==> src/rtl/core/rrts_pkg.sv <==
package rrts_pkg;

    localparam int THREAD_COUNT    = 6;
    localparam int SEMAPHORE_COUNT = 8;

    localparam int CMD_W = 3;
    localparam int SEM_W = 3;
    localparam int TID_W = 3;
    localparam int BLK_W = 4;
    localparam int VAL_W = 16;

    localparam logic [VAL_W-1:0] VAL_SMIN = {1'b1, {(VAL_W-1){1'b0}}};
    localparam logic [VAL_W-1:0] VAL_SMAX = {1'b0, {(VAL_W-1){1'b1}}};

    localparam logic [SEM_W:0]   SEM_LIMIT   = (SEM_W+1)'(SEMAPHORE_COUNT);
    localparam logic [TID_W-1:0] TID_LAST    = TID_W'(THREAD_COUNT - 1);

    typedef enum logic [CMD_W-1:0] {
        CMD_TICK   = 3'd0,
        CMD_SWITCH = 3'd1,
        CMD_SLEEP  = 3'd2,
        CMD_WAIT   = 3'd3,
        CMD_SIGNAL = 3'd4,
        CMD_INIT   = 3'd5
    } t_cmd;

    typedef enum logic [2:0] {
        ST_IDLE,
        ST_TICK,
        ST_SEM,
        ST_SEARCH,
        ST_WAKE,
        ST_OUT
    } t_state;

    typedef enum logic [1:0] {
        ALU_DEC_FLOOR,
        ALU_DEC_SAT,
        ALU_INC_SAT
    } t_alu_op;

    typedef struct packed {
        t_alu_op           op;
        logic [VAL_W-1:0]  operand;
    } t_alu_req;

    typedef struct packed {
        logic [VAL_W-1:0]  value;
        logic              negative;
        logic              nonpositive;
    } t_alu_rsp;

    function automatic logic [TID_W-1:0] ring_next(input logic [TID_W-1:0] t);
        return (t == TID_LAST) ? '0 : t + TID_W'(1);
    endfunction

endpackage

==> src/rtl/core/rrts_alu.sv <==
module rrts_alu (
    input  rrts_pkg::t_alu_req i_req,
    output rrts_pkg::t_alu_rsp o_rsp
);
    import rrts_pkg::*;

    logic [VAL_W-1:0] value;

    always_comb begin
        value = i_req.operand;
        case (i_req.op)
            ALU_DEC_FLOOR: begin
                if (i_req.operand != '0) value = i_req.operand - VAL_W'(1);
            end
            ALU_DEC_SAT: begin
                if (i_req.operand != VAL_SMIN) value = i_req.operand - VAL_W'(1);
            end
            ALU_INC_SAT: begin
                if (i_req.operand != VAL_SMAX) value = i_req.operand + VAL_W'(1);
            end
            default: begin
                value = i_req.operand;
            end
        endcase
    end

    assign o_rsp.value       = value;
    assign o_rsp.negative    = value[VAL_W-1];
    assign o_rsp.nonpositive = value[VAL_W-1] || (value == '0);

endmodule

==> src/rtl/core/round_robin_thread_scheduler.sv <==
// Round-robin thread scheduler with counting semaphores.
// Input channel: i_valid / o_ready carry one command transaction (command,
// semaphore index, sleep time, initial count). Output channel: o_valid / i_ready
// carry one result transaction per command (running thread, switch and block
// flags, woken thread, semaphore count).
// Commands are handled one at a time by a small sequencer around a single
// saturating add/subtract unit, which walks the thread ring one entry a cycle.
// Init and unused commands go straight to the output step; tick walks every
// thread's sleep counter; switch and sleep search the ring for a runnable
// thread; wait and signal update the semaphore, then may search or wake a thread.
// The next command can be accepted the cycle after the result is loaded into
// the output register, so the block takes no new command while one is still
// in progress.
// Reset (synchronous, active low) makes thread 0 current, clears all sleep
// counters, block tags and semaphore counts, and drops o_valid.
// If the receiver stalls, the result holds in the output register; the next
// command is still accepted and processed, then waits until the slot frees.
module round_robin_thread_scheduler (
    input  logic                        i_clk,
    input  logic                        i_rst_n,
    input  logic                        i_valid,
    output logic                        o_ready,
    input  logic [rrts_pkg::CMD_W-1:0]  i_command,
    input  logic [rrts_pkg::SEM_W-1:0]  i_semaphore_index,
    input  logic [rrts_pkg::VAL_W-1:0]  i_sleep_time,
    input  logic signed [rrts_pkg::VAL_W-1:0] i_initial_count,
    output logic                        o_valid,
    input  logic                        i_ready,
    output logic [rrts_pkg::TID_W-1:0]  o_running_thread,
    output logic                        o_switched,
    output logic                        o_none_runnable,
    output logic                        o_caller_blocked,
    output logic                        o_woken_valid,
    output logic [rrts_pkg::TID_W-1:0]  o_woken_thread,
    output logic signed [rrts_pkg::VAL_W-1:0] o_semaphore_count
);
    import rrts_pkg::*;

    t_state             r_state, n_state;
    logic [CMD_W-1:0]   r_cmd, n_cmd;
    logic [SEM_W-1:0]   r_sem, n_sem;
    logic [TID_W-1:0]   r_cur, n_cur;
    logic [TID_W-1:0]   r_idx, n_idx;
    logic [TID_W-1:0]   r_step, n_step;

    logic [BLK_W-1:0]   r_blocked [THREAD_COUNT];
    logic [BLK_W-1:0]   n_blocked [THREAD_COUNT];
    logic [VAL_W-1:0]   r_sleep [THREAD_COUNT];
    logic [VAL_W-1:0]   n_sleep [THREAD_COUNT];
    logic [VAL_W-1:0]   r_semc [SEMAPHORE_COUNT];
    logic [VAL_W-1:0]   n_semc [SEMAPHORE_COUNT];

    logic               r_sw, n_sw;
    logic               r_none, n_none;
    logic               r_blk, n_blk;
    logic               r_wv, n_wv;
    logic [TID_W-1:0]   r_woken, n_woken;
    logic [VAL_W-1:0]   r_count, n_count;

    logic               r_ovalid, n_ovalid;
    logic [TID_W-1:0]   r_orun, n_orun;
    logic               r_osw, n_osw;
    logic               r_onone, n_onone;
    logic               r_oblk, n_oblk;
    logic               r_owv, n_owv;
    logic [TID_W-1:0]   r_owoken, n_owoken;
    logic [VAL_W-1:0]   r_ocount, n_ocount;

    t_alu_req           alu_req;
    t_alu_rsp           alu_rsp;
    logic               accept;
    logic               sem_ok;
    logic [BLK_W-1:0]   sem_tag;

    rrts_alu u_alu (
        .i_req (alu_req),
        .o_rsp (alu_rsp)
    );

    assign o_ready = (r_state == ST_IDLE);
    assign accept  = i_valid && o_ready;
    assign sem_ok  = {1'b0, i_semaphore_index} < SEM_LIMIT;
    assign sem_tag = BLK_W'(r_sem) + BLK_W'(1);

    always_comb begin
        alu_req.operand = r_semc[r_sem];
        alu_req.op      = ALU_DEC_SAT;
        if (r_state == ST_TICK) begin
            alu_req.operand = r_sleep[r_idx];
            alu_req.op      = ALU_DEC_FLOOR;
        end else if (r_cmd == CMD_SIGNAL) begin
            alu_req.op      = ALU_INC_SAT;
        end
    end

    always_ff @(posedge i_clk) begin
        if (!i_rst_n) begin
            r_state  <= ST_IDLE;
            r_cur    <= '0;
            r_ovalid <= 1'b0;
            for (int t = 0; t < THREAD_COUNT; t++) begin
                r_blocked[t] <= '0;
                r_sleep[t]   <= '0;
            end
            for (int s = 0; s < SEMAPHORE_COUNT; s++) begin
                r_semc[s] <= '0;
            end
        end else begin
            r_state  <= n_state;
            r_cur    <= n_cur;
            r_ovalid <= n_ovalid;
            r_blocked <= n_blocked;
            r_sleep   <= n_sleep;
            r_semc    <= n_semc;
        end
    end

    always_ff @(posedge i_clk) begin
        r_cmd    <= n_cmd;
        r_sem    <= n_sem;
        r_idx    <= n_idx;
        r_step   <= n_step;
        r_sw     <= n_sw;
        r_none   <= n_none;
        r_blk    <= n_blk;
        r_wv     <= n_wv;
        r_woken  <= n_woken;
        r_count  <= n_count;
        r_orun   <= n_orun;
        r_osw    <= n_osw;
        r_onone  <= n_onone;
        r_oblk   <= n_oblk;
        r_owv    <= n_owv;
        r_owoken <= n_owoken;
        r_ocount <= n_ocount;
    end

    always_comb begin
        n_state   = r_state;
        n_cmd     = r_cmd;
        n_sem     = r_sem;
        n_cur     = r_cur;
        n_idx     = r_idx;
        n_step    = r_step;
        n_blocked = r_blocked;
        n_sleep   = r_sleep;
        n_semc    = r_semc;
        n_sw      = r_sw;
        n_none    = r_none;
        n_blk     = r_blk;
        n_wv      = r_wv;
        n_woken   = r_woken;
        n_count   = r_count;
        n_ovalid  = r_ovalid && !i_ready;
        n_orun    = r_orun;
        n_osw     = r_osw;
        n_onone   = r_onone;
        n_oblk    = r_oblk;
        n_owv     = r_owv;
        n_owoken  = r_owoken;
        n_ocount  = r_ocount;

        unique case (r_state)
            ST_IDLE: begin
                if (accept) begin
                    n_cmd   = i_command;
                    n_sem   = i_semaphore_index;
                    n_sw    = 1'b0;
                    n_none  = 1'b0;
                    n_blk   = 1'b0;
                    n_wv    = 1'b0;
                    n_woken = '0;
                    n_count = '0;
                    n_idx   = ring_next(r_cur);
                    n_step  = '0;
                    n_state = ST_OUT;
                    unique case (i_command) inside
                        CMD_TICK: begin
                            n_idx   = '0;
                            n_state = ST_TICK;
                        end
                        CMD_SWITCH: begin
                            n_state = ST_SEARCH;
                        end
                        CMD_SLEEP: begin
                            n_sleep[r_cur] = i_sleep_time;
                            n_state        = ST_SEARCH;
                        end
                        CMD_WAIT, CMD_SIGNAL: begin
                            if (sem_ok) n_state = ST_SEM;
                        end
                        CMD_INIT: begin
                            if (sem_ok) begin
                                n_semc[i_semaphore_index] = i_initial_count;
                                n_count                   = i_initial_count;
                            end
                        end
                        default: begin
                            n_state = ST_OUT;
                        end
                    endcase
                end
            end
            ST_TICK: begin
                n_sleep[r_idx] = alu_rsp.value;
                if (r_idx == TID_LAST) begin
                    n_state = ST_OUT;
                end else begin
                    n_idx = r_idx + TID_W'(1);
                end
            end
            ST_SEM: begin
                n_semc[r_sem] = alu_rsp.value;
                n_count       = alu_rsp.value;
                n_state       = ST_OUT;
                if (r_cmd == CMD_WAIT) begin
                    if (alu_rsp.negative) begin
                        n_blocked[r_cur] = sem_tag;
                        n_blk            = 1'b1;
                        n_state          = ST_SEARCH;
                    end
                end else if (alu_rsp.nonpositive) begin
                    n_state = ST_WAKE;
                end
            end
            ST_SEARCH: begin
                if (r_blocked[r_idx] == '0 && r_sleep[r_idx] == '0) begin
                    n_cur   = r_idx;
                    n_sw    = 1'b1;
                    n_state = ST_OUT;
                end else if (r_step == TID_LAST) begin
                    n_none  = 1'b1;
                    n_state = ST_OUT;
                end else begin
                    n_idx  = ring_next(r_idx);
                    n_step = r_step + TID_W'(1);
                end
            end
            ST_WAKE: begin
                if (r_blocked[r_idx] == sem_tag) begin
                    n_blocked[r_idx] = '0;
                    n_wv             = 1'b1;
                    n_woken          = r_idx;
                    n_state          = ST_OUT;
                end else if (r_step == TID_LAST) begin
                    n_state = ST_OUT;
                end else begin
                    n_idx  = ring_next(r_idx);
                    n_step = r_step + TID_W'(1);
                end
            end
            ST_OUT: begin
                if (!r_ovalid || i_ready) begin
                    n_ovalid = 1'b1;
                    n_orun   = r_cur;
                    n_osw    = r_sw;
                    n_onone  = r_none;
                    n_oblk   = r_blk;
                    n_owv    = r_wv;
                    n_owoken = r_woken;
                    n_ocount = r_count;
                    n_state  = ST_IDLE;
                end
            end
            default: begin
                n_state = ST_IDLE;
            end
        endcase
    end

    assign o_valid           = r_ovalid;
    assign o_running_thread  = r_orun;
    assign o_switched        = r_osw;
    assign o_none_runnable   = r_onone;
    assign o_caller_blocked  = r_oblk;
    assign o_woken_valid     = r_owv;
    assign o_woken_thread    = r_owoken;
    assign o_semaphore_count = r_ocount;

endmodule

==> config.mk <==
export PLATFORM = sky130hd
export DESIGN_NAME = round_robin_thread_scheduler
export DESIGN_NICKNAME = d
export VERILOG_FILES = /design/src/rtl/core/rrts_pkg.sv /design/src/rtl/core/rrts_alu.sv /design/src/rtl/core/round_robin_thread_scheduler.sv
export SDC_FILE = /design/constraint.sdc
export NUM_CORES = 1
export LEC_CHECK = 0
export ABC_AREA = 1
export BUFFER_PORTS_ARGS = -buffer_cell sky130_fd_sc_hd__buf_2
export CAP_MARGIN = 10
export CORE_ASPECT_RATIO = 2
export CORE_UTILIZATION = 35
export DETAILED_ROUTE_END_ITERATION = 6
export MAX_ROUTING_LAYER = met4
export PLACE_DENSITY_LB_ADDON = 0.25
export REMOVE_ABC_BUFFERS = 1
export SLEW_MARGIN = 20
export SYNTH_ARGS = -nofsm -noshare
export SYNTH_HDL_FRONTEND = slang
export SYNTH_SLANG_ARGS = --single-unit
==> constraint.sdc <==
create_clock -name i_clk -period 3.7 [get_ports i_clk]
set_input_delay 0.74 -clock i_clk [delete_from_list [all_inputs] [get_ports i_clk]]
set_output_delay 0.74 -clock i_clk [all_outputs]
set_load 0.005 [all_outputs]
# Word level (Yosys, flattened, before mapping)

Cells that the tools add are included.

Register bits: 316
Output and inout port bits: 28
Bits in writable memories: 0
Latch bits: 0
Memories kept: 0
Word-level logic and storage cells: 220
Input bits: 42
Memory bits (read-only): 0

Order comparisons: 8
Div/mod/pow operators: 0
Shifts and indexed selects: 0
$mul: 0
Eq/ne operators: 33
$add $sub $neg: 6
Bitwise logic cells: 6
Mux-type cells: 86
Reduce and logical (&&, ||, !) cells: 41

Operator list:

| operator                                      | number |
|---|---|
| bitwise mux 128 bit                           | 2 |
| 2-to-1 mux 128 bit                            | 2 |
| one-hot mux 128 bit (2 select lines)          | 1 |
| 2-to-1 mux 16 bit                             | 14 |
| bitwise mux 96 bit                            | 2 |
| demux 16 bit (select 3 bit)                   | 4 |
| 2-to-1 mux 96 bit                             | 2 |
| one-hot mux 96 bit (2 select lines)           | 1 |
| binary-select mux 16 bit (select 3 bit)       | 2 |
| 2-to-1 mux 24 bit                             | 3 |
| 2-to-1 mux 3 bit                              | 21 |
| one-hot mux 16 bit (3 select lines)           | 1 |
| one-hot mux 24 bit (2 select lines)           | 1 |
| logical NOT 16 bit                            | 2 |
| one-hot mux 16 bit (2 select lines)           | 1 |
| AND 24 bit                                    | 1 |
| bitwise mux 24 bit                            | 1 |
| demux 4 bit (select 3 bit)                    | 2 |
| == test 3 bit, second input constant          | 8 |
| inverter 24 bit                               | 1 |
| one-hot mux 3 bit (3 select lines)            | 2 |
| one-hot mux 3 bit (6 select lines)            | 1 |
| adder 16 x 1 -> 16 bit, second input constant | 1 |
| >= comparator 4 bit, second input constant    | 4 |
| other kinds (36)                              | 100 |

# Longest topological paths before layout

Gate-level depths: netlist of run 1.

Depth after elaboration: 13
Depth in mapped cells: 30
Gate-level depth less buffers: 28

# Cells and area by module

Synthesis of run 1 repeated with hierarchy kept, for this count alone.

Cell total of the unflattened synthesis: 2577
Area total of the unflattened synthesis: 17843.4 µm²

Modules (own cells, without submodules):

| module                       | area each (µm²) | cells each | times used | seq. area each (µm²) |
|---|---|---|---|---|
| round_robin_thread_scheduler | 16105.4         | 2235       | 1          | 6936.7 |
| rrts_alu                     | 1737.9          | 342        | 1          | 0.0 |

# Worst setup path before layout of run 1

OpenSTA, ideal clock, no wires.

Path kind: flip-flop to flip-flop
Start: register r_idx[0]
End: register r_blocked[18] (netlist name)
Arrival: 3047 ps
Path slack: 538 ps
Period minus slack after synthesis: 3162 ps
Path buffers: 4
Stages on the path, launching flop included: 24
Data required time: 3585 ps
Library setup time: 115 ps
Path through: edfxtp_1 > buf_4 > buf_4 > nand2_2 > nor2_1 > a21oi_2 > nand2_2 > nand2_1 > nand2_2 > inv_1 > ha_1 > nand3_1 > inv_2 > nand2_2 > nor2_2 > nor2_2 > o21ai_2 > nand3_4 > nand3_2 > nand2_2 > buf_6 > buf_6 > a21oi_1 > nor2_1

Cells in the longest elaborated chain, start to end: 10
Elaborated cells between the ends (all ways): 30
Classes of those cells: add/sub: 2; order compare: 2; eq/ne: 5; mux: 15; bitwise: 3; reduce/logical: 3

Ends and longest elaborated chain:

| element                                              | RTL line                                                                                                     | source |
|---|---|---|
| start: declaration                                   | round_robin_thread_scheduler.sv:43                                                                           | `logic [TID_W-1:0] r_idx, n_idx;` |
| start signal: assignment                             | round_robin_thread_scheduler.sv:121                                                                          | `r_idx <= n_idx;` |
| inverter 3 -> 4 bit (implied by the code) *          | round_robin_thread_scheduler.sv:89, round_robin_thread_scheduler.sv:240, round_robin_thread_scheduler.sv:241 |  |
| binary-select mux 16 bit (select 3 bit)              | round_robin_thread_scheduler.sv:89                                                                           | `alu_req.operand = r_sleep[r_idx];` |
| 2-to-1 mux 16 bit (implied by the code) (2 in a row) | round_robin_thread_scheduler.sv:89                                                                           |  |
| 2-to-1 mux 16 bit                                    | round_robin_thread_scheduler.sv:88                                                                           | `if (r_state == ST_TICK) begin` |
| adder 16 x 1 -> 16 bit, or another cell as far along | rrts_alu.sv:19                                                                                               | `if (i_req.operand != VAL_SMAX) value = i_req.operand + VAL_W'(1);` |
| 2-to-1 mux 16 bit, on equally long branches          | rrts_alu.sv:19, rrts_alu.sv:13, rrts_alu.sv:16                                                               |  |
| one-hot mux 16 bit (3 select lines)                  | rrts_alu.sv:11                                                                                               | `case (i_req.op)` |
| inequality test 2 x 1 -> 1 bit (no line)             | -                                                                                                            |  |
| AND reduction 4 bit (no line)                        | -                                                                                                            |  |
| end signal: assignment                               | round_robin_thread_scheduler.sv:112                                                                          | `r_blocked <= n_blocked;` |
| end: declaration                                     | round_robin_thread_scheduler.sv:46                                                                           | `logic [BLK_W-1:0] r_blocked [THREAD_COUNT];` |

Mark *: on every way between the ends. The rest lies on a longest branch, timed or not. The select of a mux whose other input is x is not followed.
A chain may end at the register's enable or synchronous reset.

# Worst setup path in the final report of run 1

Start: register r_sem[0]
End: register r_blk, enable pin

Cells in the longest elaborated chain, start to end: 10
Elaborated cells between the ends (all ways): 16
Classes of those cells: add/sub: 2; eq/ne: 3; mux: 8; bitwise: 1; reduce/logical: 2

Ends and longest elaborated chain:

| element                                                | RTL line                                       | source |
|---|---|---|
| start: declaration                                     | round_robin_thread_scheduler.sv:41             | `logic [SEM_W-1:0] r_sem, n_sem;` |
| start signal: assignment                               | round_robin_thread_scheduler.sv:120            | `r_sem <= n_sem;` |
| inverter 3 -> 4 bit (implied by the code) *            | round_robin_thread_scheduler.sv:86             | `alu_req.operand = r_semc[r_sem];` |
| binary-select mux 16 bit (select 3 bit) *              | round_robin_thread_scheduler.sv:86             |  |
| 2-to-1 mux 16 bit (implied by the code) * (2 in a row) | round_robin_thread_scheduler.sv:86             |  |
| 2-to-1 mux 16 bit *                                    | round_robin_thread_scheduler.sv:88             |  |
| adder 16 x 1 -> 16 bit, or another cell as far along   | rrts_alu.sv:19                                 |  |
| 2-to-1 mux 16 bit, on equally long branches            | rrts_alu.sv:19, rrts_alu.sv:13, rrts_alu.sv:16 |  |
| one-hot mux 16 bit (3 select lines) *                  | rrts_alu.sv:11                                 |  |
| inequality test 2 x 1 -> 1 bit (no line) *             | -                                              |  |
| AND reduction 4 bit (no line) *                        | -                                              |  |
| end signal: assignment                                 | round_robin_thread_scheduler.sv:125            | `r_blk <= n_blk;` |
| end: declaration                                       | round_robin_thread_scheduler.sv:55             | `logic r_blk, n_blk;` |

Marked as above.

==> results of run 1 <==
[critical path, delay by kind of cell, from the launching register on]
kind | cells | cell delay [ns]
and+or+nand+nor | 12 | 1.53
buffers and inverters | 3 | 0.57
AOI/OAI and AO/OA | 2 | 0.48
DFF | 1 | 0.44
xor gates and xnor gates | 1 | 0.19
[routing by layer]
layer / vias to the layer above / GRT usage [%] / wire [um]
met5: - / - / 0
met3: 432 / 3.58 / 6100
li1: 9751 / - / -
met1: 9637 / 32.3 / 27800
met2: 1206 / 55.4 / 42100
met4: 0 / 25.7 / 8010
[per-stage QoR]
step                      TNS, ns  setup slack, ns  std cells
after floorplan           -196.55            -1.14       2604
after global routing       -0.407          -0.0537       3635
final                           0            0.133       3637
after global placement          0           0.0138       3562
after detailed placement        0           0.0170       3562
after CTS                       0           0.0380       3617
[report_power, final]
group | leakage, nW | total [W] | switching (W) | internal, W
Sequential | 2.64 | 0.00424 | 0.000198 | 0.00404
Combinational | 6.23 | 0.00911 | 0.00610 | 0.00301
Clock | 0.467 | 0.00329 | 0.00156 | 0.00173
[kinds of logic (layout without fill, tap and decap cells)]
| family | count (synthesis) | after routing | share of synthesized area [%] |
|---|---|---|---|
| flip-flops | 316 | 316 | 37.6 |
| AO/OA/AOI/OAI | 668 | 668 | 20.8 |
| XOR/XNOR | 15 | 15 | 0.713 |
| buffers and inverters | 388 | 582 | 8.75 |
| adder cells (fa/ha/maj) | 7 | 7 | 0.475 |
| other | 0 | 2 | 0 |
| AND/OR/NAND/NOR | 1387 | 1387 | 31.7 |
[cell usage after synthesis (all sizes together), types with 5 or more instances]
library cell  number
o21ai            235
nand2            925
xor2              12
nand3            222
nor4               5
dfxtp            255
o211ai             6
a221oi            49
a31oi            112
edfxtp            61
nor2             172
nor3              19
or2                6
clkbuf           113
a21oi            225
a32oi             24
ha                 7
nand4             34
o22ai              8
inv              210
buf               64
[state kept, by name, indices dropped and copies added (netlist names), 16 cells and up]
| signal | flops |
|---|---|
| r_blocked | 24 |
| r_count | 16 |
| r_semc | 128 |
| r_sleep | 96 |
| o_semaphore_count | 16 |
[layout by cell type (no fill, tap or decap), types with 5 or more instances in the layout]
cell type / n
a21oi_1: 224
a221oi_1: 49
a31oi_1: 112
a32oi_1: 24
buf_12: 21
buf_2: 68
buf_4: 222
clkbuf_16: 32
clkinv_4: 7
clkinvlp_4: 7
dfxtp_1: 255
edfxtp_1: 61
ha_1: 6
inv_1: 184
inv_2: 23
nand2_1: 893
nand2_2: 31
nand3_1: 208
nand3_2: 13
nand4_1: 34
nor2_1: 132
nor2_2: 31
nor2_4: 8
nor3_1: 7
nor3_2: 11
o211ai_1: 5
o21ai_0: 230
o22ai_1: 8
or2_2: 6
xor2_1: 12
[how the worst max path moves through the flow]
| stage | startpoint | endpoint | slack (ns) | cells after the start |
|---|---|---|---|---|
| after floorplan | r_sem[0]$_DFFE_PP_ | r_blocked[0]$_SDFFE_PN0P_ | -1.14 | 22 |
| after global placement | r_sem[1]$_DFFE_PP_ | r_count[0]$_DFFE_PP_ | 0.01 | 23 |
| after detailed placement | r_idx[0]$_DFFE_PP_ | r_count[0]$_DFFE_PP_ | 0.02 | 20 |
| after CTS | r_idx[0]$_DFFE_PP_ | r_count[0]$_DFFE_PP_ | 0.04 | 20 |
| after global routing | r_sem[0]$_DFFE_PP_ | r_semc[46]$_SDFFE_PN0P_ | -0.05 | 26 |
| final | r_sem[0]$_DFFE_PP_ | r_blk$_DFFE_PP_ | 0.13 | 18 |
[repair_timing]
item,in CTS,in global routing
resized for setup,1,41
pin swaps,0,9
gates cloned,0,1
setup endpoints to repair,1,104
buffers inserted,0,17
[layout make-up]
class                           count  area (um2)  area share, %
Inverter                          211         807           3.64
Tap cell                          660         826           3.73
Sequential cell                   316        6940           31.3
Clock buffer                       37         818           3.70
Multi-Input combinational cell   2077       10100           45.5
Timing Repair Buffer              316        2500           11.3
Clock inverter                     18         184          0.831
Antenna cell                        2        5.00         0.0226
==> key figures, run 1 <==
Outcome
  – Outcome: completed

Floorplan
  – Core area: 0.0520 mm2
  – Num rows: 118
  – Num ports: 70
  – Chip Width: 164 um
  – Initial Utilization: a little over a third
  – Die Ht: 327 um
  – Die ar.: 0.0537 mm2

Global routing
  – Total grt overflow: 0
  – Initial antenna violation count: 0
  – GRT Resource Usage Total: 32.1%
  – Vias in the first global route: between 20000 and 25000
  – Largest net degree at the start of global routing: 116
  – First-pass GRT wire length: 124 mm

Clock network
  – CTS tree: built
  – Clk sinks: 316
  – Root buf cell: clkbuf_16
  – CTS H-tree lvls: 1
  – Clk slew on worst S/H paths: roughly 0.070 ns
  – Skew-Pair Late Insertion Delay: 0.63 ns
  – Num CTS Buffers: 31
  – Post-cts hold buffer count: 0
  – Clk buf depth: 3

Critical path
  – CP required: around 4.0 ns
  – Cell mode on critical path: nand2_1
  – Worst R2R Setup Slack: roughly 0.13 ns
  – CP cell instances: buf_4 > buf_4 > nand2_1 > nand3_1 > nand2_1 > nor2_1 > nand2_1 > nand2_2 > buf_4 > nand2_1 > nor2_4 > nand2_2 > nor3_2 > xor2_1 > o21ai_2 > nand3_4 > nand2_1 > a211oi_1
  – CP Launch Type: flip-flop
  – Origin of the critical flop-to-flop path: r_sem[0]$_DFFE_PP_
  – CP Data Arrival Time: ~3.9 ns
  – Critical path's largest stage delay: 0.44 ns
  – CP Max Fanout: 23
  – Kind of critical path: reg -> reg
  – Slowest-stage cell, CP: edfxtp_1
  – CP Capture Type: flip-flop
  – Reg2Reg Capture Point: r_blk$_DFFE_PP_
  – Reg2Reg Depth: 18

Drt
  – Wire per inst: 23.1 um
  – Number of DRC markers in iteration 0: approximately 2200
  – DRT Pass-1 Iters: 5
  – DRC: 0
  – ANT nets after route: 0
  – Routed via count: between 20000 and 25000
  – Vias per std cell: 5.78
  – Final wirelength: 83.9 mm

Placement
  – I/O Buffers: 69
  – Post-DP Area: 0.0208 mm2
  – DP HPWL: 60.0 mm
  – RePlAce Congestion: 1.07

STA
  – Worst hold slack: around 0.34 ns
  – Worst Tran Pin Value: 1.04 ns
  – Tmin final: ~3.6 ns
  – Final hold violations: 0
  – F_max: roughly 280 MHz
  – Setup repair after global routing missed its margin: true
  – Final setup fails: 0
  – Final period utilization: between 90 and 100%
  – Clock Skew: 0.0306 ns
  – Worst slew margin: 30.5%
  – Slew Limit Fails: 0

Logic synthesis
  – Area leader, netlist: dfxtp_1
  – Sequential area share after synthesis: between 30% and 40%
  – Top_reg_cell synth: dfxtp_1
  – Async S/R FF share, synth: 0%
  – Seq cells post-synth: 316
  – Netlist Area Pre-Place: 0.0184 mm2
  – Synthesized instance count: 2781
  – Synth top area cells: dfxtp_1 28%, nand2_1 18%, edfxtp_1 9.9%
  – Yosys cell types: 49
  – Post-synth EDFFs: 61
  – Share of the synthesized area in the top cell type: 27.7%
  – Warnings from Yosys: 0
  – Synthesized area per cell: 6.63 um2

Worst hold path
  – Worst Hold End: r_cmd[1]$_DFFE_PP_
  – HP Class: in -> reg
  – Min-delay src: i_command[1]
  – Hold path cells: 1

Finish
  – Core Util, Final: 42.6%
  – Nets@finish: 3002
  – Fillers: 5543
  – Design area: approximately 0.022 mm2
  – Share of cells above drive strength 1: 16.9%
  – Area grow syn2layout: 20.1%

Flow run
  – # Max-Cap Violations: 0

Pwr
  – Maximum vdd drop: 418 uV
  – Pleak: roughly 9.3 nW
  – Pwr dens: 752 mW/mm2
  – Final Power: 0.0166 W
Note: power is estimated with default switching activity, not from simulation.
==> run 2, diff against run 1 <==
Settings changed: HOLD_SLACK_MARGIN set to 0.06, PLACE_DENSITY_LB_ADDON 0.25 to unset, SETUP_SLACK_MARGIN set to 0.2.
==> key figures, run 2 (synthesized netlist as in run 1, its figures left out) <==
Worst hold path
  – Min-delay src: i_command[1]
  – Hold path cells: 1 (unchanged)
  – HP Class: in -> reg

Placement
  – I/O Buffers: 69 (unchanged)
  – Post-DP Area: 0.0206 mm2 (-1.2%)
  – DP Worst Slack: -0.492 ns (-0.508 ns)
  – RePlAce Congestion: 0.995 (-7.3%)
  – DP HPWL: 60.0 mm (about the same)

STA
  – Worst slew margin: 25.5% (-5.0 points)
  – Final hold violations: 0 (unchanged)
  – Tmin final: 3.49 ns (-0.0758 ns)
  – F_max: 286 MHz (+2.2%)
  – Setup repair after global routing missed its margin: true
  – Final setup fails: 0 (unchanged)
  – Clock Skew: 0.0154 ns (-0.0153 ns)
  – Slew Limit Fails: 0 (unchanged)
  – Worst Tran Pin Value: 1.12 ns (+0.0764 ns)
  – Final period utilization: 94.3% (-2.0 points)
  – Crit path setup slack, layout: 0.209 ns (+0.0758 ns)

Drt
  – Wire per inst: 23.5 um (+1.8%)
  – Number of DRC markers in iteration 0: 2169 (-0.55%)
  – DRC: 0 (unchanged)
  – DRT Pass-1 Iters: 7 (+2)
  – Vias per std cell: 5.82 (+0.75%)
  – ANT nets after route: 0 (unchanged)
  – Routed via count: 21400 (+1.8%)
  – Final wirelength: 86.3 mm (+2.8%)

Pwr
  – Switching portion of total power: 46.6% (-0.61 points)
  – Maximum vdd drop: 483 uV (+15%)
  – Combinational Power Share: 58.4% (+3.7 points)
  – Flop pwr share: 22.8% (-2.7 points)
  – Psw: 0.00866 W (+10%)
  – Pwr dens: 789 mW/mm2 (+5.0%)
  – Internal Power: 0.00992 W (+13%)
  – Clock network fraction of design power: 18.7% (-1.1 points)
  – Pleak: 9.89 nW (+5.9%)

Global routing
  – Total grt overflow: 0 (unchanged)
  – First-pass GRT wire length: 128 mm (+2.5%)
  – Grt met3 use: 4.29% (+0.71 points)
  – Largest net degree at the start of global routing: 118 (+1.7%)
  – M2 GR Usage: 56.5% (+1.1 points)
  – GRT Resource Usage Total: 32.9% (+0.80 points)
  – Initial antenna violation count: 1 (+1)
  – Top Usage Layer GRT: met2
  – Met1 usage: 32.4% (+0.093 points)
  – Vias in the first global route: 20800 (+1.3%)

Floorplan
  – Core area: 0.0520 mm2 (unchanged)
  – Num rows: 118 (unchanged)
  – Num ports: 70 (unchanged)
  – Die ar.: 0.0537 mm2 (unchanged)
  – Die Ht: 327 um (unchanged)
  – Initial Utilization: 35.5% (unchanged)
  – Chip Width: 164 um (unchanged)

Critical path
  – Kind of critical path: reg -> reg
  – Origin of the critical flop-to-flop path: r_idx[0]$_DFFE_PP_
  – Setup crit start: r_idx[0]$_DFFE_PP_
  – CP Max Fanout: 8 (-65%)
  – CP Launch Type: flip-flop
  – Reg2Reg Capture Point: r_blocked[23]$_SDFFE_PN0P_
  – CP required: 4.20 ns (+0.20 ns)
  – CP Data Arrival Time: 3.99 ns (+0.13 ns)
  – Crit path to: r_blocked[23]$_SDFFE_PN0P_
  – Worst R2R Setup Slack: 0.21 ns (+0.08 ns)
  – CP Capture Type: flip-flop
  – Reg2Reg Depth: 25 (+7)

Clock network
  – Root buf cell: clkbuf_16
  – CTS tree: built
  – Skew-Pair Late Insertion Delay: 0.61 ns (-0.02 ns)
  – Num CTS Buffers: 30 (-3.2%)
  – Clk slew on worst S/H paths: 0.07 ns (about the same)
  – Clk sinks: 316 (unchanged)
  – Clk buf depth: 3 (unchanged)
  – CTS H-tree lvls: 1 (unchanged)
  – Post-cts hold buffer count: 0 (unchanged)

Finish
  – Most common cell after layout, fill and taps aside: nand2_1
  – Commonest non-fill, non-tap cells in the layout: 853 x nand2_1, 255 x dfxtp_1, 226 x o21ai_0
  – Design area: 0.0235 mm2 (+6.3%)
  – Largest Register: r_semc
  – Area grow syn2layout: 27.7%
  – Largest registers: r_semc (128), r_sleep (96), r_blocked (24)
  – Nets@finish: 3040 (+1.3%)
  – Fillers: 5345 (-3.6%)
  – Share of cells above drive strength 1: 21.4% (+4.5 points)
  – Max reg flops: 128 (unchanged)
  – Reg area: 0.00694 mm2 (unchanged)
  – Multi-input gate area: 0.0107 mm2 (+6.5%)

Outcome
  – Outcome: completed

Flow run
  – # Max-Cap Violations: 0 (unchanged)
## run 2: cell count changes in the layout (fill, tap and decap cells not counted), sizes merged
cell      before  now
buf          314  346
bufbuf         0    2
bufinv         2    5
clkbuf        39   43
clkinv        10    7
clkinvlp       7    4
diode          2    1
inv          210  212
nand2        925  926
## run 2: stage by stage
stage / cells / setup TNS [ns] / util, % / power (W) / hold slack (ns)
after global routing: 3673 / 0 / 45.3 / 0.0194 / 0.349
final: 3674 / 0 / 45.3 / 0.0186 / 0.350
after detailed placement: 3527 / -56.82 / 39.6 / 0.0130 / 0.405
after CTS: 3628 / 0 / 43.4 / 0.0174 / 0.339
after floorplan: 2604 / -196.55 / - / 0.00850 / 0.400
after global placement: 3527 / -65.71 / 39.6 / 0.0130 / 0.405
## run 2: metal layers
layer  up-vias  part of all wire, %
met4         0                   10
li1       9827                    -
met1      9933                   32
met5         -                    0
met2      1208                   51
met3       431                  6.9
## run 2: how the worst min path moves through the flow
stage	endpoint	slack [ns]
finish	r_cmd[1]$_DFFE_PP_	0.35
global route	r_cmd[1]$_DFFE_PP_	0.35
CTS	r_cmd[1]$_DFFE_PP_	0.34
detailed placement	o_semaphore_count[14]$_DFFE_PP_	0.40
global placement	o_semaphore_count[3]$_DFFE_PP_	0.41
floorplan	o_caller_blocked$_DFFE_PP_	0.40
## run 2: what timing repair did
| action | in CTS | in global routing |
|---|---|---|
| buffers inserted | 40 | 39 |
| setup endpoints to repair | 251 | 179 |
| pin swaps | 35 | 65 |
| hold endpoints to repair | 0 | 0 |
| resized for setup | 103 | 152 |
| cloned | 7 | 6 |
## run 2: area by class of cell
type | instances | share of cell area, %
well taps | 660 | 3.51
repair buffers | 353 | 13.3
clock buffers | 38 | 3.58
inverters | 211 | 3.59
clock inverters | 16 | 0.988
multi-input cells | 2078 | 45.5
flip-flops and latches | 316 | 29.5
diodes | 1 | 0.0106
repair inverters | 1 | 0.0478
## run 2: worst max-delay path, stage by stage (launching register included)
cell and delay, ns:
edfxtp_1 0.41, buf_12 0.16, inv_8 0.06, buf_6 0.12, buf_12 0.13, nand2_1 0.08, nand3_2 0.09, nand2_2 0.06
nor2_2 0.12, nand2_1 0.08, nand2_2 0.07, buf_6 0.12, nand2_2 0.07, nor2_4 0.21, nand2_4 0.09, nor3_4 0.21
xor2_2 0.27, o21ai_2 0.12, nand3_4 0.19, nand3_4 0.11, nand2_4 0.11, buf_8 0.14, clkbuf_16 0.15, nand3_1 0.07
nand2_1 0.08, nor2_1 0.04
## run 2: power groups by stage
stage | Combinational, W | Clock, W | Sequential, W
2_1_floorplan | 0.00409 | 0 | 0.00442
3_3_place_gp | 0.00863 | 0 | 0.00433
3_5_place_dp | 0.00862 | 0 | 0.00434
4_1_cts | 0.00967 | 0.00352 | 0.00424
5_1_grt | 0.0114 | 0.00364 | 0.00428
6_report | 0.0109 | 0.00348 | 0.00424
==> run 3, diff against run 2 <==
==> constraint.sdc (replaced) <==
create_clock -name i_clk -period 4.02 [get_ports i_clk]
set_input_delay 0.201 -clock i_clk [delete_from_list [all_inputs] [get_ports i_clk]]
set_output_delay 0.201 -clock i_clk [all_outputs]
set_load 0.005 [all_outputs]
==> key figures, run 3 (synthesized netlist as in run 1, its figures left out) <==
Outcome
  – Outcome: completed

Floorplan
  – Chip Width: 164 um (unchanged)
  – Num rows: 118 (unchanged)
  – Initial Utilization: 35.5% (unchanged)
  – Core area: 0.0520 mm2 (unchanged)
  – Die ar.: 0.0537 mm2 (unchanged)
  – Die Ht: 327 um (unchanged)
  – Num ports: 70 (unchanged)

Placement
  – DP Worst Slack: -0.0572 ns (+0.434 ns)
  – RePlAce Congestion: 0.973 (-2.2%)
  – DP HPWL: 58.3 mm (-2.8%)
  – I/O Buffers: 69 (unchanged)

STA
  – Final period utilization: 92.8% (-1.5 points)
  – Setup repair after global routing missed its margin: true
  – Crit path setup slack, layout: 0.288 ns (+0.0786 ns)
  – F_max: 268 MHz (-6.5%)
  – Clock Skew: 0.0156 ns (+0.000216 ns)
  – Final setup TNS: 0 ns (unchanged)
  – Final setup fails: 0 (unchanged)
  – Worst Tran Pin Value: 1.17 ns (+0.0536 ns)
  – Slew Limit Fails: 0 (unchanged)
  – Tmin final: 3.73 ns (+0.241 ns)
  – Final hold violations: 0 (unchanged)
  – Worst slew margin: 21.8% (-3.7 points)

Clock network
  – CTS tree: built
  – Clk slew on worst S/H paths: 0.07 ns (about the same)
  – Clk sinks: 316 (unchanged)
  – Skew-Pair Late Insertion Delay: 0.62 ns (about the same)
  – Clk buf depth: 3 (unchanged)
  – Num CTS Buffers: 30 (unchanged)
  – CTS H-tree lvls: 1 (unchanged)
  – Root buf cell: clkbuf_16

Worst hold path
  – Worst Hold End: r_blk$_DFFE_PP_
  – Min-delay src: i_valid
  – Hold path cells: 3 (+2)
  – HP Class: in -> reg

Critical path
  – Kind of critical path: reg -> reg
  – CP Launch Type: flip-flop
  – Reg2Reg Depth: 23 (-8.0%)
  – Worst R2R Setup Slack: 0.29 ns (+0.08 ns)
  – Origin of the critical flop-to-flop path: r_idx[0]$_DFFE_PP_
  – CP Data Arrival Time: 4.10 ns (+0.11 ns)
  – Reg2Reg Capture Point: r_count[12]$_DFFE_PP_
  – CP required: 4.39 ns (+0.19 ns)
  – CP Capture Type: flip-flop
  – CP Max Fanout: 12 (+4)

Global routing
  – Total grt overflow: 0 (unchanged)
  – Largest net degree at the start of global routing: 114 (-3.4%)
  – Vias in the first global route: 20000 (-3.6%)
  – First-pass GRT wire length: 121 mm (-4.8%)
  – GRT Resource Usage Total: 31.2% (-1.7 points)
  – Initial antenna violation count: 0 (-1)

Finish
  – Commonest non-fill, non-tap cells in the layout: 899 x nand2_1, 255 x dfxtp_1, 232 x o21ai_0
  – Most common cell after layout, fill and taps aside: nand2_1
  – Fillers: 5526 (+3.4%)
  – Nets@finish: 2954 (-2.8%)
  – Inserted Diodes: 0 (-1)
  – Largest Register: r_semc
  – Largest registers: r_semc (128), r_sleep (96), r_blocked (24)
  – Max reg flops: 128 (unchanged)
  – Share of cells above drive strength 1: 14.0% (-7.4 points)
  – Area grow syn2layout: 18.1%

Flow run
  – # Max-Cap Violations: 0 (unchanged)

Pwr
  – Pwr dens: 678 mW/mm2 (-14%)
  – Pleak: 9.03 nW (-8.6%)
  – Maximum vdd drop: 362 uV (-25%)

Drt
  – Wire per inst: 22.8 um (-3.0%)
  – Number of DRC markers in iteration 0: 2035 (-6.2%)
  – DRC: 0 (unchanged)
  – ANT nets after route: 0 (unchanged)
  – Vias per std cell: 5.74 (-1.4%)
  – DRT Pass-1 Iters: 6 (-1)
  – Final wirelength: 81.8 mm (-5.2%)
  – Routed via count: 20600 (-3.7%)
-- run 3: area by class of cell --
cell class	count	area, um2	area share [%]
Clock buffer	38	791	3.63
Sequential cell	316	6940	31.9
Multi-Input combinational cell	2077	10100	46.4
Clock inverter	18	239	1.10
Timing Repair Buffer	268	2050	9.43
Tap cell	660	826	3.79
Timing Repair inverter	1	5.00	0.0230
Inverter	211	812	3.73
-- run 3: worst max-delay path by stage --
stage | slack [ns] | end | cells after the start | start
finish | 0.29 | r_count[12]$_DFFE_PP_ | 23 | r_idx[0]$_DFFE_PP_
floorplan | -0.82 | r_blocked[0]$_SDFFE_PN0P_ | 22 | r_sem[0]$_DFFE_PP_
detailed placement | -0.06 | r_count[11]$_DFFE_PP_ | 20 | r_sem[0]$_DFFE_PP_
CTS | 0.21 | r_semc[111]$_SDFFE_PN0P_ | 22 | r_sem[0]$_DFFE_PP_
global placement | -0.07 | r_count[11]$_DFFE_PP_ | 20 | r_sem[0]$_DFFE_PP_
global route | 0.16 | r_state[0]$_SDFFE_PN0P_ | 25 | r_sem[0]$_DFFE_PP_
-- run 3: critical path: stages (launching register included) --
cell and delay [ns]:
edfxtp_1 0.53, buf_4 0.20, buf_4 0.18, nand2_1 0.08, nand2_1 0.06, nand2_1 0.05
nand2_1 0.05, nand2_1 0.07, nand2_2 0.08, nand2_1 0.09, nand2_2 0.05, inv_1 0.08
ha_2 0.22, nand3_2 0.15, inv_2 0.10, nand2_2 0.12, o21ai_0 0.43, nand2_1 0.10
nand2_1 0.10, nand2_2 0.07, buf_4 0.18, nand2_1 0.09, o21ai_0 0.16, buf_4 0.22
-- run 3: what timing repair did --
item	in CTS	in global routing
resized for setup	14	30
endpoints found under the setup margin	71	144
hold endpoints to repair	121	0
cloned	0	4
hold buffers	40	0
buffers inserted	8	4
pin swaps	0	6
-- run 3: stage by stage --
step | total power (W) | cell area [um2] | hold slack, ns | cells | utilization [%]
finish | 0.0148 | 21800 | 0.0929 | 3589 | 41.9
global route | 0.0155 | 21800 | 0.121 | 3589 | 41.9
CTS | 0.0145 | 21600 | 0.0900 | 3581 | 41.5
detailed placement | 0.0113 | 20000 | 0.407 | 3477 | 38.5
global placement | 0.0113 | 20000 | 0.405 | 3477 | 38.5
floorplan | 0.00783 | 17600 | 0.300 | 2604 | -
-- run 3: per-layer routing --
layer	share of wire [%]	vias to the layer above	GRT usage (%)	wire length, um
met3	5.8	346	3.31	4780
met5	0	-	-	0
met1	34	9622	31.2	27500
met2	52	1011	54.8	42600
li1	-	9634	-	-
met4	8.4	0	23.7	6860
-- run 3: power breakdown --
part           switching [W]  internal (W)  leakage [nW]
Clock                0.00138       0.00172         0.503
Sequential          0.000208       0.00372          2.64
Combinational        0.00553       0.00220          5.89
